## config.mk

```make
export PLATFORM = sky130hd
export DESIGN_NAME = duration_text_to_seconds_core_flat
export DESIGN_NICKNAME = d
export VERILOG_FILES = /design/src/rtl/dtts_pkg.sv /design/src/rtl/dtts_if.sv /design/src/rtl/dtts_parser.sv /design/src/rtl/dtts_total.sv /design/src/rtl/duration_text_to_seconds_core.sv /design/src/flat_wrapper.sv
export SDC_FILE = /design/constraint.sdc
export NUM_CORES = 1
export LEC_CHECK = 0
export BUFFER_PORTS_ARGS = -buffer_cell sky130_fd_sc_hd__buf_2
export CAP_MARGIN = 20
export CORE_ASPECT_RATIO = 1.2
export CORE_MARGIN = 3
export CORE_UTILIZATION = 29
export DETAILED_ROUTE_END_ITERATION = 10
export GPL_TIMING_DRIVEN = 0
export PLACE_DENSITY = 0.51
export SLEW_MARGIN = 20
export SYNTH_ARGS = -nofsm -noshare
export SYNTH_HDL_FRONTEND = slang
export SYNTH_SLANG_ARGS = --single-unit
```

## constraint.sdc

```tcl
create_clock -name clk -period 7.2 [get_ports clk]
set_clock_uncertainty 0.05 [all_clocks]
set_input_delay 0 -clock clk [delete_from_list [all_inputs] [get_ports clk]]
set_output_delay 0 -clock clk [all_outputs]
set_load 0.03 [all_outputs]
```

## src/rtl/dtts_pkg.sv

```systemverilog
package dtts_pkg;

  localparam int NUMBER_BITS_DEF = 31;
  localparam int CHAR_BITS       = 8;
  localparam int TOTAL_BITS      = 43;

  localparam int SECS_PER_HOUR = 3600;
  localparam int SECS_PER_MIN  = 60;

  localparam logic [CHAR_BITS-1:0] CH_TAB   = 8'h09;
  localparam logic [CHAR_BITS-1:0] CH_CR    = 8'h0D;
  localparam logic [CHAR_BITS-1:0] CH_SPACE = 8'h20;
  localparam logic [CHAR_BITS-1:0] CH_ZERO  = 8'h30;
  localparam logic [CHAR_BITS-1:0] CH_NINE  = 8'h39;
  localparam logic [CHAR_BITS-1:0] CH_COLON = 8'h3A;
  localparam logic [CHAR_BITS-1:0] CH_LC_H  = 8'h68;
  localparam logic [CHAR_BITS-1:0] CH_LC_M  = 8'h6D;
  localparam logic [CHAR_BITS-1:0] CH_LC_S  = 8'h73;

  // grammar position: N = number, C = colon, H/M = unit letter seen
  typedef enum logic [3:0] {
    G_START,
    G_N1,
    G_C1,
    G_C1N,
    G_C2,
    G_C2N,
    G_H,
    G_HN,
    G_HNM,
    G_HNMN,
    G_M,
    G_MN,
    G_SEND,
    G_ERR
  } gstate_t;

endpackage

```

## src/rtl/dtts_if.sv

```systemverilog
interface dtts_in_if import dtts_pkg::*; ();
  logic                 valid;
  logic                 ready;
  logic [CHAR_BITS-1:0] char_code;
  logic                 last_char;

  modport source (output valid, output char_code, output last_char, input ready);
  modport sink   (input valid, input char_code, input last_char, output ready);
endinterface

interface dtts_out_if import dtts_pkg::*; ();
  logic                  valid;
  logic                  ready;
  logic [TOTAL_BITS-1:0] total_seconds;
  logic                  matched;

  modport source (output valid, output total_seconds, output matched, input ready);
  modport sink   (input valid, input total_seconds, input matched, output ready);
endinterface

```

## src/rtl/dtts_parser.sv

```systemverilog
module dtts_parser import dtts_pkg::*; #(
  parameter int NUMBER_BITS = NUMBER_BITS_DEF
) (
  input  logic                   clk,
  input  logic                   rst_n,
  input  logic                   step,
  input  logic [CHAR_BITS-1:0]   char_code,
  input  logic                   last_char,
  output logic [NUMBER_BITS-1:0] fin_hours,
  output logic [NUMBER_BITS-1:0] fin_minutes,
  output logic [NUMBER_BITS-1:0] fin_seconds,
  output logic                   fin_ok
);

  localparam int WIDE_BITS = NUMBER_BITS + 4;

  gstate_t                  state_r, state_nxt;
  logic [NUMBER_BITS-1:0]   acc_r, acc_nxt;
  logic                     ovf_r, ovf_nxt;
  logic [NUMBER_BITS-1:0]   hours_r, hours_nxt;
  logic [NUMBER_BITS-1:0]   minutes_r, minutes_nxt;
  logic [NUMBER_BITS-1:0]   seconds_r, seconds_nxt;

  logic                     is_ws, is_digit, is_sep;
  logic                     num_start, num_cont;
  logic [NUMBER_BITS-1:0]   base_acc;
  logic                     base_ovf;
  logic [WIDE_BITS-1:0]     wide;
  logic                     wide_ovf;
  logic [NUMBER_BITS-1:0]   cur_val;
  logic [NUMBER_BITS-1:0]   end_val;

  assign is_ws    = char_code inside {CH_SPACE, [CH_TAB:CH_CR]};
  assign is_digit = char_code inside {[CH_ZERO:CH_NINE]};
  assign is_sep   = char_code inside {CH_COLON, CH_LC_H, CH_LC_M, CH_LC_S};

  // accumulate: acc*10 + digit, widened to catch overflow
  assign base_acc = num_start ? '0 : acc_r;
  assign base_ovf = num_start ? 1'b0 : ovf_r;
  assign wide     = (WIDE_BITS'(base_acc) << 3) + (WIDE_BITS'(base_acc) << 1)
                  + WIDE_BITS'(char_code[3:0]);
  assign wide_ovf = wide[WIDE_BITS-1:NUMBER_BITS] != '0;
  assign cur_val  = ovf_r ? '0 : acc_r;

  always_comb begin
    num_start = 1'b0;
    num_cont  = 1'b0;
    case (state_r)
      G_START, G_C1, G_C2, G_H, G_HNM, G_M: num_start = 1'b1;
      G_N1, G_C1N, G_C2N, G_HN, G_HNMN, G_MN: num_cont = 1'b1;
      default: ;
    endcase
  end

  always_comb begin
    state_nxt   = state_r;
    acc_nxt     = acc_r;
    ovf_nxt     = ovf_r;
    hours_nxt   = hours_r;
    minutes_nxt = minutes_r;
    seconds_nxt = seconds_r;
    if (is_ws) begin
      state_nxt = state_r;
    end else if (is_digit) begin
      if (num_start || num_cont) begin
        case (state_r)
          G_START: state_nxt = G_N1;
          G_C1:    state_nxt = G_C1N;
          G_C2:    state_nxt = G_C2N;
          G_H:     state_nxt = G_HN;
          G_HNM:   state_nxt = G_HNMN;
          G_M:     state_nxt = G_MN;
          default: state_nxt = state_r;
        endcase
        if (base_ovf) begin
          acc_nxt = '0;
          ovf_nxt = 1'b1;
        end else if (wide_ovf) begin
          acc_nxt = '0;
          ovf_nxt = 1'b1;
        end else begin
          acc_nxt = wide[NUMBER_BITS-1:0];
          ovf_nxt = 1'b0;
        end
      end else begin
        state_nxt = G_ERR;
      end
    end else if (is_sep) begin
      state_nxt = G_ERR;
      case (state_r)
        G_N1: begin
          if (char_code == CH_COLON) begin
            minutes_nxt = cur_val;
            state_nxt   = G_C1;
          end else if (char_code == CH_LC_H) begin
            hours_nxt = cur_val;
            state_nxt = G_H;
          end else if (char_code == CH_LC_M) begin
            minutes_nxt = cur_val;
            state_nxt   = G_M;
          end else begin
            seconds_nxt = cur_val;
            state_nxt   = G_SEND;
          end
        end
        G_C1N: begin
          if (char_code == CH_COLON) begin
            hours_nxt   = minutes_r;
            minutes_nxt = cur_val;
            state_nxt   = G_C2;
          end
        end
        G_HN: begin
          if (char_code == CH_LC_M) begin
            minutes_nxt = cur_val;
            state_nxt   = G_HNM;
          end else if (char_code == CH_LC_S) begin
            seconds_nxt = cur_val;
            state_nxt   = G_SEND;
          end
        end
        G_HNMN, G_MN: begin
          if (char_code == CH_LC_S) begin
            seconds_nxt = cur_val;
            state_nxt   = G_SEND;
          end
        end
        default: state_nxt = G_ERR;
      endcase
    end else begin
      state_nxt = G_ERR;
    end
  end

  // close out the pending number at end of text
  assign end_val = ovf_nxt ? '0 : acc_nxt;

  always_comb begin
    fin_hours   = hours_nxt;
    fin_minutes = minutes_nxt;
    fin_seconds = seconds_nxt;
    fin_ok      = 1'b1;
    case (state_nxt)
      G_N1, G_HN:                  fin_minutes = end_val;
      G_C1N, G_C2N, G_HNMN, G_MN:  fin_seconds = end_val;
      G_H, G_HNM, G_M, G_SEND:     fin_ok = 1'b1;
      default:                     fin_ok = 1'b0;
    endcase
    if (!fin_ok) begin
      fin_hours   = '0;
      fin_minutes = '0;
      fin_seconds = '0;
    end
  end

  always_ff @(posedge clk) begin
    if (!rst_n) begin
      state_r   <= G_START;
      acc_r     <= '0;
      ovf_r     <= 1'b0;
      hours_r   <= '0;
      minutes_r <= '0;
      seconds_r <= '0;
    end else if (step) begin
      if (last_char) begin
        // start over for the next string
        state_r   <= G_START;
        acc_r     <= '0;
        ovf_r     <= 1'b0;
        hours_r   <= '0;
        minutes_r <= '0;
        seconds_r <= '0;
      end else begin
        state_r   <= state_nxt;
        acc_r     <= acc_nxt;
        ovf_r     <= ovf_nxt;
        hours_r   <= hours_nxt;
        minutes_r <= minutes_nxt;
        seconds_r <= seconds_nxt;
      end
    end
  end

endmodule

```

## src/rtl/dtts_total.sv

```systemverilog
module dtts_total import dtts_pkg::*; #(
  parameter int NUMBER_BITS = NUMBER_BITS_DEF
) (
  input  logic                   clk,
  input  logic                   prod_en,
  input  logic                   sum_en,
  input  logic [NUMBER_BITS-1:0] hours,
  input  logic [NUMBER_BITS-1:0] minutes,
  input  logic [NUMBER_BITS-1:0] seconds,
  input  logic                   ok,
  output logic [TOTAL_BITS-1:0]  total_seconds,
  output logic                   matched
);

  logic [TOTAL_BITS-1:0]  hprod_r;
  logic [TOTAL_BITS-1:0]  mprod_r;
  logic [NUMBER_BITS-1:0] secs_r;
  logic                   ok_r;
  logic [TOTAL_BITS-1:0]  total_r;
  logic                   matched_r;

  // constant products first, then one three-way sum
  always_ff @(posedge clk) begin
    if (prod_en) begin
      hprod_r <= TOTAL_BITS'(hours) * TOTAL_BITS'(SECS_PER_HOUR);
      mprod_r <= TOTAL_BITS'(minutes) * TOTAL_BITS'(SECS_PER_MIN);
      secs_r  <= seconds;
      ok_r    <= ok;
    end
  end

  always_ff @(posedge clk) begin
    if (sum_en) begin
      total_r   <= hprod_r + mprod_r + TOTAL_BITS'(secs_r);
      matched_r <= ok_r;
    end
  end

  assign total_seconds = total_r;
  assign matched       = matched_r;

endmodule

```

## src/rtl/duration_text_to_seconds_core.sv

```systemverilog
// Channel  Dir  Word                              Meaning
// in_chan  in   char_code[7:0], last_char          one text character, last marks end
// out_chan out  total_seconds[42:0], matched       one word per string, at its last char
//
// One character is taken every cycle unless stalled as below; the grammar and digit
// accumulator advance in one step. Results pass the parse, products and sum registers.
// Synchronous active-low reset clears the grammar state and all valid flags.
// A stalled output only blocks the input when a last character must wait for a free slot;
// ordinary characters keep flowing into the parser.
module duration_text_to_seconds_core import dtts_pkg::*; #(
  parameter int NUMBER_BITS = NUMBER_BITS_DEF
) (
  input  logic      clk,
  input  logic      rst_n,
  dtts_in_if.sink   in_chan,
  dtts_out_if.source out_chan
);

  logic                   a_valid_r;
  logic [CHAR_BITS-1:0]   a_char_r;
  logic                   a_last_r;
  logic                   c_valid_r;
  logic [NUMBER_BITS-1:0] c_hours_r, c_minutes_r, c_seconds_r;
  logic                   c_ok_r;
  logic                   d_valid_r;
  logic                   o_valid_r;

  logic                   o_free, d_free, c_free, a_go, a_free;
  logic [NUMBER_BITS-1:0] fin_hours, fin_minutes, fin_seconds;
  logic                   fin_ok;

  assign o_free = !o_valid_r || out_chan.ready;
  assign d_free = !d_valid_r || o_free;
  assign c_free = !c_valid_r || d_free;
  // a last character needs room in the finished-value stage
  assign a_go   = a_valid_r && (!a_last_r || c_free);
  assign a_free = !a_valid_r || a_go;

  assign in_chan.ready = a_free;

  always_ff @(posedge clk) begin
    if (!rst_n) begin
      a_valid_r <= 1'b0;
      c_valid_r <= 1'b0;
      d_valid_r <= 1'b0;
      o_valid_r <= 1'b0;
    end else begin
      if (a_free) a_valid_r <= in_chan.valid;
      if (c_free) c_valid_r <= a_go && a_last_r;
      if (d_free) d_valid_r <= c_valid_r;
      if (o_free) o_valid_r <= d_valid_r;
    end
  end

  always_ff @(posedge clk) begin
    if (a_free) begin
      a_char_r <= in_chan.char_code;
      a_last_r <= in_chan.last_char;
    end
  end

  always_ff @(posedge clk) begin
    if (c_free) begin
      c_hours_r   <= fin_hours;
      c_minutes_r <= fin_minutes;
      c_seconds_r <= fin_seconds;
      c_ok_r      <= fin_ok;
    end
  end

  dtts_parser #(
    .NUMBER_BITS(NUMBER_BITS)
  ) u_parser (
    .clk        (clk),
    .rst_n      (rst_n),
    .step       (a_go),
    .char_code  (a_char_r),
    .last_char  (a_last_r),
    .fin_hours  (fin_hours),
    .fin_minutes(fin_minutes),
    .fin_seconds(fin_seconds),
    .fin_ok     (fin_ok)
  );

  dtts_total #(
    .NUMBER_BITS(NUMBER_BITS)
  ) u_total (
    .clk          (clk),
    .prod_en      (d_free),
    .sum_en       (o_free),
    .hours        (c_hours_r),
    .minutes      (c_minutes_r),
    .seconds      (c_seconds_r),
    .ok           (c_ok_r),
    .total_seconds(out_chan.total_seconds),
    .matched      (out_chan.matched)
  );

  assign out_chan.valid = o_valid_r;

endmodule

```

## src/flat_wrapper.sv

```systemverilog
// flat-port wrapper written by rule: the top's interface ports become plain ports
module duration_text_to_seconds_core_flat import dtts_pkg::*;
#(
  parameter int NUMBER_BITS = NUMBER_BITS_DEF
)
  (clk, rst_n, in_chan_valid, in_chan_char_code, in_chan_last_char, in_chan_ready, out_chan_valid, out_chan_total_seconds, out_chan_matched, out_chan_ready);
  dtts_in_if in_chan_i ();
  dtts_out_if out_chan_i ();
  input  logic clk;
  input  logic rst_n;
  input wire logic [$bits(in_chan_i.valid)-1:0] in_chan_valid;
  input wire logic [$bits(in_chan_i.char_code)-1:0] in_chan_char_code;
  input wire logic [$bits(in_chan_i.last_char)-1:0] in_chan_last_char;
  output wire logic [$bits(in_chan_i.ready)-1:0] in_chan_ready;
  output wire logic [$bits(out_chan_i.valid)-1:0] out_chan_valid;
  output wire logic [$bits(out_chan_i.total_seconds)-1:0] out_chan_total_seconds;
  output wire logic [$bits(out_chan_i.matched)-1:0] out_chan_matched;
  input wire logic [$bits(out_chan_i.ready)-1:0] out_chan_ready;
  assign in_chan_i.valid = in_chan_valid;
  assign in_chan_i.char_code = in_chan_char_code;
  assign in_chan_i.last_char = in_chan_last_char;
  assign in_chan_ready = in_chan_i.ready;
  assign out_chan_valid = out_chan_i.valid;
  assign out_chan_total_seconds = out_chan_i.total_seconds;
  assign out_chan_matched = out_chan_i.matched;
  assign out_chan_i.ready = out_chan_ready;
  duration_text_to_seconds_core #(.NUMBER_BITS(NUMBER_BITS)) u_core (.clk(clk), .rst_n(rst_n), .in_chan(in_chan_i), .out_chan(out_chan_i));
endmodule
```

---- After elaboration in Yosys (flattened, before gate mapping) ----
Cells that the tools add are included.
storage, ports and cells
  flip-flop bits (word level) ............. 386
  input port bits ......................... 13
  output and inout bits ................... 46
  logic and storage cells ................. 144
cells by class
  add/sub/neg operators ................... 4
  multipliers ............................. 2
  order comparisons ....................... 4
  equal/unequal tests ..................... 26
  muxes and demuxes ....................... 61
  reduce and logical (&&, ||, !) cells .... 25
operators by type and width
  operator                 number
  $mux W31                 35
  $pmux W31 S3             2
  $pmux W31 S2             1
  $add A43 B31 Y43         1
  $add A43 B37 Y43         1
  $mul A31 B8 Y39 const B  1
  $eq A4 B4 Y1 const B     9
  $add A34 B32 Y35         1
  $add A35 B4 Y35          1
  $mul A31 B4 Y35 const B  1
  $mux W4                  8
  $eq A4 B3 Y1 const B     7
  $eq A8 B7 Y1 const B     3
  $pmux W4 S6              1
  $eq A8 B6 Y1 const B     2
  $pmux W4 S4              1
  $eq A4 B2 Y1 const B     3
  $reduce_or A6 Y1         2
  $mux W1                  11
  $reduce_or A10 Y1        1
  $eq A4 B1 Y1 const B     2
  $ge A8 B4 Y1 const B     1
  $ge A8 B6 Y1 const B     1
  $le A8 B4 Y1 const B     1
  10 further kinds         25

---- Depth between registers and ports, before layout ----
  depth after elaboration ................. 14
  depth in mapped cells ................... 19
  mapped depth without buffers ............ 16

---- Hierarchy ----
From an unflattened synthesis, not the netlist that was laid out.
second synthesis, totals
  cell total of the unflattened synthesis .. 2,833
  area total of the unflattened synthesis .. 27,973.1 um^2
modules (own cells, without submodules)
  module                         times used  cells an instance  area each (um^2)  sequential area each (um^2)
  dtts_total                     1           1,222              13,989.7          4,504.3
  dtts_parser                    1           1,489              10,709.0          2,582.5
  duration_text_to_seconds_core  1           122                3,274.4           3,173.0

---- Worst setup path before layout ----
OpenSTA, ideal clock, no wires.
  path kind ............................... register -> register
  start ................................... register u_core.o_valid_r (netlist: u_core.out_chan.valid)
  end ..................................... register u_core.u_parser.acc_r[10]
  setup time .............................. 117 ps
  arrival ................................. 5,205 ps
  data required time ...................... 7,033 ps
  path slack .............................. 1,828 ps
  cell stages (with the launch flop) ...... 9
  path buffers ............................ 2
  period minus slack after synthesis ...... 5,372 ps
  cells stage by stage .................... dfxtp_1 -> nor2b_1 -> nand3_1 -> o21ai_1 -> nor2_1 -> and2_1 -> buf_4 -> buf_6 -> a32o_1
between the ends
  word-level cells in the longest chain between the ends .. 6
ends and longest elaborated chain
  what                      line                                 RTL
  start: declaration        duration_text_to_seconds_core.sv:26  logic o_valid_r;
  start signal: assignment  duration_text_to_seconds_core.sv:51  if (o_free) o_valid_r <= d_valid_r;
  $logic_not A1 Y1          duration_text_to_seconds_core.sv:32  assign o_free = !o_valid_r || out_chan.ready;
  $logic_or A1 B1 Y1        duration_text_to_seconds_core.sv:32
  $logic_or A1 B1 Y1        duration_text_to_seconds_core.sv:33  assign d_free = !d_valid_r || o_free;
  $logic_or A1 B1 Y1        duration_text_to_seconds_core.sv:34  assign c_free = !c_valid_r || d_free;
  via u_core.c_free         duration_text_to_seconds_core.sv:28  logic o_free, d_free, c_free, a_go, a_free;
  $logic_or A1 B1 Y1        duration_text_to_seconds_core.sv:36  assign a_go = a_valid_r && (!a_last_r || c_free);
  $logic_and A1 B1 Y1       duration_text_to_seconds_core.sv:36
  end signal: assignment    dtts_parser.sv:175                   acc_r <= acc_nxt;
  end: declaration          dtts_parser.sv:18                    logic [NUMBER_BITS-1:0] acc_r, acc_nxt;
The timed path passes the listed nets, and every way through them passes these cells.
A chain may end at the register's enable or synchronous reset.

---- Final worst setup path ----
  start ................................... register u_core.u_parser.state_r[2]
  end ..................................... register u_core.c_minutes_r[7], data pin
between the ends
  word-level cells in the longest chain between the ends .. 14
  elaborated cells between the ends (all ways) .. 58
  classes of those cells .................. add/sub (2); eq/ne (21); mux (27); reduce/logical (8)
ends and longest elaborated chain
  what                                  line                                  RTL
  start: declaration                    dtts_parser.sv:17                     gstate_t state_r, state_nxt;
  start signal: assignment              dtts_parser.sv:174                    state_r <= state_nxt;
  $eq A4 B4 Y1 (tied with other cells)  dtts_parser.sv:48, dtts_parser.sv:66
  $reduce_or A6 Y1                      dtts_parser.sv:48                     case (state_r)
  $mux W1                               dtts_parser.sv:48
  $mux W31                              dtts_parser.sv:38                     assign base_acc = num_start ? '0 : acc_r;
  $add A34 B32 Y35                      dtts_parser.sv:40                     assign wide = (WIDE_BITS'(base_acc) << 3) + (WIDE_BITS'(base_acc) << 1)
  $add A35 B4 Y35                       dtts_parser.sv:41                     + WIDE_BITS'(char_code[3:0]);
  $reduce_bool A4 Y1                    dtts_parser.sv:42                     assign wide_ovf = wide[WIDE_BITS-1:NUMBER_BITS] != '0;
  $mux W31 or $mux W1 (tied branches)   dtts_parser.sv:78                     end else if (wide_ovf) begin
  $mux W31 or $mux W1 (tied branches)   dtts_parser.sv:75                     if (base_ovf) begin
  $mux W31 or $mux W1 (tied branches)   dtts_parser.sv:65                     if (num_start || num_cont) begin
  $mux W31 or $mux W1 (tied branches)   dtts_parser.sv:64                     end else if (is_digit) begin
  $mux W31 or $mux W1 (tied branches)   dtts_parser.sv:62                     if (is_ws) begin
  $mux W31                              dtts_parser.sv:136                    assign end_val = ovf_nxt ? '0 : acc_nxt;
  $mux W31                              dtts_parser.sv:143                    case (state_nxt)
  end signal: assignment                duration_text_to_seconds_core.sv:65   c_minutes_r <= fin_minutes;
  end: declaration                      duration_text_to_seconds_core.sv:23   logic [NUMBER_BITS-1:0] c_hours_r, c_minutes_r, c_seconds_r;
Parallel ways exist; a longest one is shown, timed or not.

==> run_summary.xml <==
<?xml version="1.0" encoding="UTF-8"?>
<metrics>
  <group name="status">
    <metric name="outcome" unit="">completed</metric>
  </group>
  <group name="sta">
    <metric name="report.final.setup_viol" unit="">0</metric>
    <metric name="max_slew_headroom" unit="">0.281</metric>
    <metric name="tightestPinTransition" unit="ps">1070</metric>
    <metric name="period_minus_slack" unit="ps">6370</metric>
    <metric name="final_max_slew_viol_count" unit="">0</metric>
    <metric name="final-hold-violation-count" unit="">0</metric>
    <metric name="unrepaired_setup_endpoints_after_global_routing" unit="">false</metric>
    <metric name="final.period_utilization" unit="">0.884</metric>
    <metric name="hold-worst-slack" unit="ps">12.7</metric>
    <metric name="fmax" unit="MHz">157</metric>
  </group>
  <group name="clock_network">
    <metric name="clock_insertion_delay_at_the_later_pin_of_the_skew_report" unit="ps">600</metric>
    <metric name="cts.sink_count" unit="">386</metric>
    <metric name="tritoncts" unit="">done</metric>
    <metric name="cts_root_buf" unit="">sky130_fd_sc_hd__clkbuf_16</metric>
    <metric name="clkSlewWorstSetupHoldPaths" unit="ps">60</metric>
    <metric name="post_cts_buffers" unit="">0</metric>
    <metric name="cts_made_buffers" unit="">45</metric>
    <metric name="clock_tree.buffer_depth" unit="">3</metric>
    <metric name="cts.htree.levels" unit="">2</metric>
  </group>
  <group name="floorplanning">
    <metric name="core.rowCount" unit="">122</metric>
    <metric name="area_enclosed_by_the_die_boundary" unit="mm²">0.0978</metric>
    <metric name="fp.coreArea" unit="mm²">0.0928</metric>
    <metric name="die_h" unit="µm">342</metric>
    <metric name="die_width" unit="µm">286</metric>
    <metric name="io_pins" unit="">59</metric>
    <metric name="start_util" unit="">0.294</metric>
  </group>
  <group name="power">
    <metric name="swShare" unit="">0.226</metric>
    <metric name="share_clk_of_total_power" unit="">0.496</metric>
    <metric name="power_leakage" unit="nW">14.0</metric>
    <metric name="switchingPower" unit="mW">1.11</metric>
    <metric name="worst_ir_drop_vdd" unit="mV">0.157</metric>
    <metric name="power.combinational.fraction" unit="">0.026</metric>
    <metric name="internal-power" unit="mW">3.81</metric>
    <metric name="sequentialPowerShare" unit="">0.478</metric>
    <metric name="power.density" unit="mW/mm²">159</metric>
  </group>
  <group name="placed_design">
    <metric name="dp_hpwl" unit="µm">60000</metric>
    <metric name="place.port_buffers" unit="">57</metric>
    <metric name="globalplace.congestion" unit="">0.888</metric>
  </group>
  <group name="synth">
    <metric name="synthesis.area_per_instance" unit="µm²">10.2</metric>
    <metric name="yosysWarnings" unit="">0</metric>
    <metric name="ys_dominant_reg_cell" unit="">sky130_fd_sc_hd__edfxtp_1</metric>
    <metric name="synth-edff-count" unit="">253</metric>
    <metric name="synth_sequential_area_ratio" unit="">0.376</metric>
    <metric name="synth_fp_nets" unit="">3065</metric>
    <metric name="syn-cell-area" unit="mm²">0.0273</metric>
    <metric name="ys_ff_latch" unit="">386</metric>
    <metric name="yosys.cell_types.count" unit="">88</metric>
    <metric name="synthesis.instances" unit="">2662</metric>
    <metric name="async_flop_share" unit="">0</metric>
  </group>
  <group name="worst_setup_path">
    <metric name="cp_data_arrival_time" unit="ps">6640</metric>
    <metric name="path_class" unit="">reg2reg</metric>
    <metric name="rr_startpoint" unit="">u_core.u_parser.state_r[2]$_SDFFE_PN0P_</metric>
    <metric name="critical_path.endpoint_type" unit="">flop</metric>
    <metric name="maximum_fanout_along_the_worst_path" unit="">10</metric>
    <metric name="crit_start" unit="">u_core.u_parser.state_r[2]$_SDFFE_PN0P_</metric>
    <metric name="timing.critical_path.to" unit="">u_core.c_minutes_r[7]$_SDFFCE_PN0P_</metric>
    <metric name="crit-reg2reg-capture" unit="">u_core.c_minutes_r[7]$_SDFFCE_PN0P_</metric>
    <metric name="crit_path_start_kind" unit="">flop</metric>
    <metric name="ff2ff_setup_slack" unit="ps">830</metric>
    <metric name="rr_worst_depth" unit="">18</metric>
    <metric name="critical_path_required_time" unit="ps">7480</metric>
  </group>
  <group name="grt">
    <metric name="pin_count_of_the_biggest_net_entering_global_routing" unit="">59</metric>
    <metric name="grt_antenna_before_repair" unit="">2</metric>
    <metric name="first_pass_grt_wire_length" unit="µm">116000</metric>
    <metric name="grt_overflow_total" unit="">0</metric>
    <metric name="grt.total_usage" unit="">0.151</metric>
    <metric name="first_global_vias" unit="">20600</metric>
  </group>
  <group name="layout">
    <metric name="nFillCells" unit="">9655</metric>
    <metric name="fraction_of_final_layout_cells_with_drive_strength_greater_than_1" unit="">0.0653</metric>
    <metric name="most_used_cells_in_the_layout_excluding_fill_and_tap_cells" unit="">sky130_fd_sc_hd__edfxtp_1 (253), sky130_fd_sc_hd__ha_1 (248), sky130_fd_sc_hd__a21oi_1 (197)</metric>
    <metric name="nNetsFinal" unit="">3185</metric>
    <metric name="leading_cell_type_in_the_layout_fill_and_taps_excluded" unit="">sky130_fd_sc_hd__edfxtp_1</metric>
    <metric name="ff_latch_area" unit="mm²">0.0103</metric>
    <metric name="area_growth" unit="%">13.4</metric>
    <metric name="multiInputGateArea" unit="mm²">0.0159</metric>
    <metric name="fin_util" unit="">0.333</metric>
  </group>
  <group name="routing">
    <metric name="average_routed_wire_per_standard_cell" unit="µm">18.2</metric>
    <metric name="post_drt_via_cell_ratio" unit="">4.89</metric>
    <metric name="detail_route.first_pass.iterations" unit="">5</metric>
    <metric name="routed_wl" unit="µm">73900</metric>
    <metric name="total_number_of_vias" unit="">19900</metric>
    <metric name="route.antenna.remaining_nets" unit="">0</metric>
    <metric name="drc_markers" unit="">0</metric>
    <metric name="detailedRoute.firstIterationViolations" unit="">1094</metric>
  </group>
  <group name="worst_hold_path">
    <metric name="hold_path.class" unit="">in2reg</metric>
  </group>
  <group name="flow_run">
    <metric name="timing.max_cap.violations" unit="">0</metric>
  </group>
</metrics>
how the worst min path moves through the flow:
stage,slack [ps],start,cells after the start,to
after global routing,20,rst_n,3,u_core.u_parser.acc_r[1]$_SDFFE_PN0P_
after detailed placement,130,in_chan_char_code[6],1,u_core.a_char_r[6]$_DFFE_PP_
after floorplan,50,in_chan_char_code[0],0,u_core.a_char_r[0]$_DFFE_PP_
after CTS,5,in_chan_char_code[4],2,u_core.a_char_r[4]$_DFFE_PP_
after global placement,130,in_chan_last_char,1,u_core.a_last_r$_DFFE_PP_
final,10,rst_n,3,u_core.u_parser.acc_r[1]$_SDFFE_PN0P_
synthesized netlist by cell type (15+ instances only):
cell / instances / area [µm²]
sky130_fd_sc_hd__a211oi_1: 16 / 120
sky130_fd_sc_hd__a21o_1: 55 / 413
sky130_fd_sc_hd__a21oi_1: 197 / 986
sky130_fd_sc_hd__a22oi_1: 68 / 510
sky130_fd_sc_hd__a31oi_1: 59 / 369
sky130_fd_sc_hd__a32o_1: 17 / 170
sky130_fd_sc_hd__and2_1: 41 / 257
sky130_fd_sc_hd__and3_1: 26 / 163
sky130_fd_sc_hd__clkbuf_1: 97 / 364
sky130_fd_sc_hd__dfxtp_1: 133 / 2660
sky130_fd_sc_hd__edfxtp_1: 253 / 7600
sky130_fd_sc_hd__fa_1: 142 / 2840
sky130_fd_sc_hd__ha_1: 248 / 3100
sky130_fd_sc_hd__inv_1: 188 / 706
sky130_fd_sc_hd__mux2i_1: 61 / 611
sky130_fd_sc_hd__nand2_1: 139 / 522
sky130_fd_sc_hd__nand2b_1: 15 / 93.8
sky130_fd_sc_hd__nand3_1: 82 / 410
sky130_fd_sc_hd__nand4_1: 18 / 113
sky130_fd_sc_hd__nor2_1: 152 / 571
sky130_fd_sc_hd__nor2b_1: 137 / 857
sky130_fd_sc_hd__nor3_1: 26 / 130
sky130_fd_sc_hd__o21a_1: 22 / 165
sky130_fd_sc_hd__o21ai_0: 123 / 616
sky130_fd_sc_hd__o21bai_1: 17 / 128
sky130_fd_sc_hd__o22ai_1: 18 / 113
sky130_fd_sc_hd__xnor2_1: 75 / 657
sky130_fd_sc_hd__xor2_1: 42 / 368
per-stage QoR:
stage	setup TNS, ps	power [mW]	setup WS [ps]	area (µm²)	std cells
2_1_floorplan	0	2.47	1830	27300	2662
3_3_place_gp	-83260	2.52	-979	29100	3959
3_5_place_dp	0	2.52	839	29300	3964
4_1_cts	0	5.00	848	30900	4059
5_1_grt	0	5.08	411	30900	4059
6_report	0	4.92	834	30900	4060
per-layer routing:
metal	wire, µm	up-vias	track usage
met5	0	-	0
met4	2330	0	0.0491
met3	2110	122	0.0164
met2	37300	296	0.276
met1	32200	9519	0.184
li1	-	9922	-
layout make-up:
class,instances,share of cell area
well taps,1240,0.0502
flip-flops and latches,386,0.332
inverters,188,0.0229
diodes,1,0.0000809
plain buffers,116,0.0151
clock inverters,28,0.0114
multi-input cells,1972,0.513
clock buffers,56,0.0391
repair buffers,73,0.0165
flip-flops by register name, summed over array words and instances (netlist names), 4 cells and up:
name and flops:
u_core.u_parser.minutes_r 31, u_core.u_total.total_seconds 43, u_core.u_parser.acc_r 31, u_core.c_seconds_r 31, u_core.u_parser.hours_r 31, u_core.u_total.mprod_r 35, u_core.u_parser.state_r 4, u_core.u_total.secs_r 31
u_core.a_char_r 8, u_core.u_parser.seconds_r 31, u_core.u_total.hprod_r 39, u_core.c_hours_r 31, u_core.c_minutes_r 31
cell families after synthesis:
family,count (synthesis),synth area share
adders and majority gates,390,0.218
DFF,386,0.376
and+or+nand+nor,686,0.130
xor gates and xnor gates,117,0.0376
buffers and inverters,304,0.0430
muxes,63,0.0232
AOI/OAI and AO/OA,716,0.172
critical path, cell delays in order, from the launching register on:
cell,delay [ps]
sky130_fd_sc_hd__dfxtp_1,370
sky130_fd_sc_hd__clkbuf_1,230
sky130_fd_sc_hd__a21oi_1,320
sky130_fd_sc_hd__clkbuf_1,540
sky130_fd_sc_hd__nor2b_1,150
sky130_fd_sc_hd__ha_1,320
sky130_fd_sc_hd__ha_1,170
sky130_fd_sc_hd__inv_1,60
sky130_fd_sc_hd__fa_1,390
sky130_fd_sc_hd__nand2b_1,180
sky130_fd_sc_hd__a21oi_1,330
sky130_fd_sc_hd__o2111ai_1,240
sky130_fd_sc_hd__a41oi_1,500
sky130_fd_sc_hd__a2111oi_0,240
sky130_fd_sc_hd__nor4_2,710
sky130_fd_sc_hd__a2111oi_4,200
sky130_fd_sc_hd__o21ai_1,490
sky130_fd_sc_hd__clkbuf_1,430
sky130_fd_sc_hd__a21oi_1,170
what timing repair did:
action	4_1_cts	5_1_grt
endpoints found under the hold margin	15	0
resized for setup	0	0
hold buffers	11	0
power by group through the flow:
stage	clock network, mW	registers, mW	logic, mW
after floorplan	0	2.40	0.0686
after global placement	0	2.40	0.125
after detailed placement	0	2.40	0.125
after CTS	2.52	2.35	0.130
after global routing	2.59	2.35	0.140
final	2.44	2.35	0.129
Note: power is estimated with default switching activity, not from simulation.
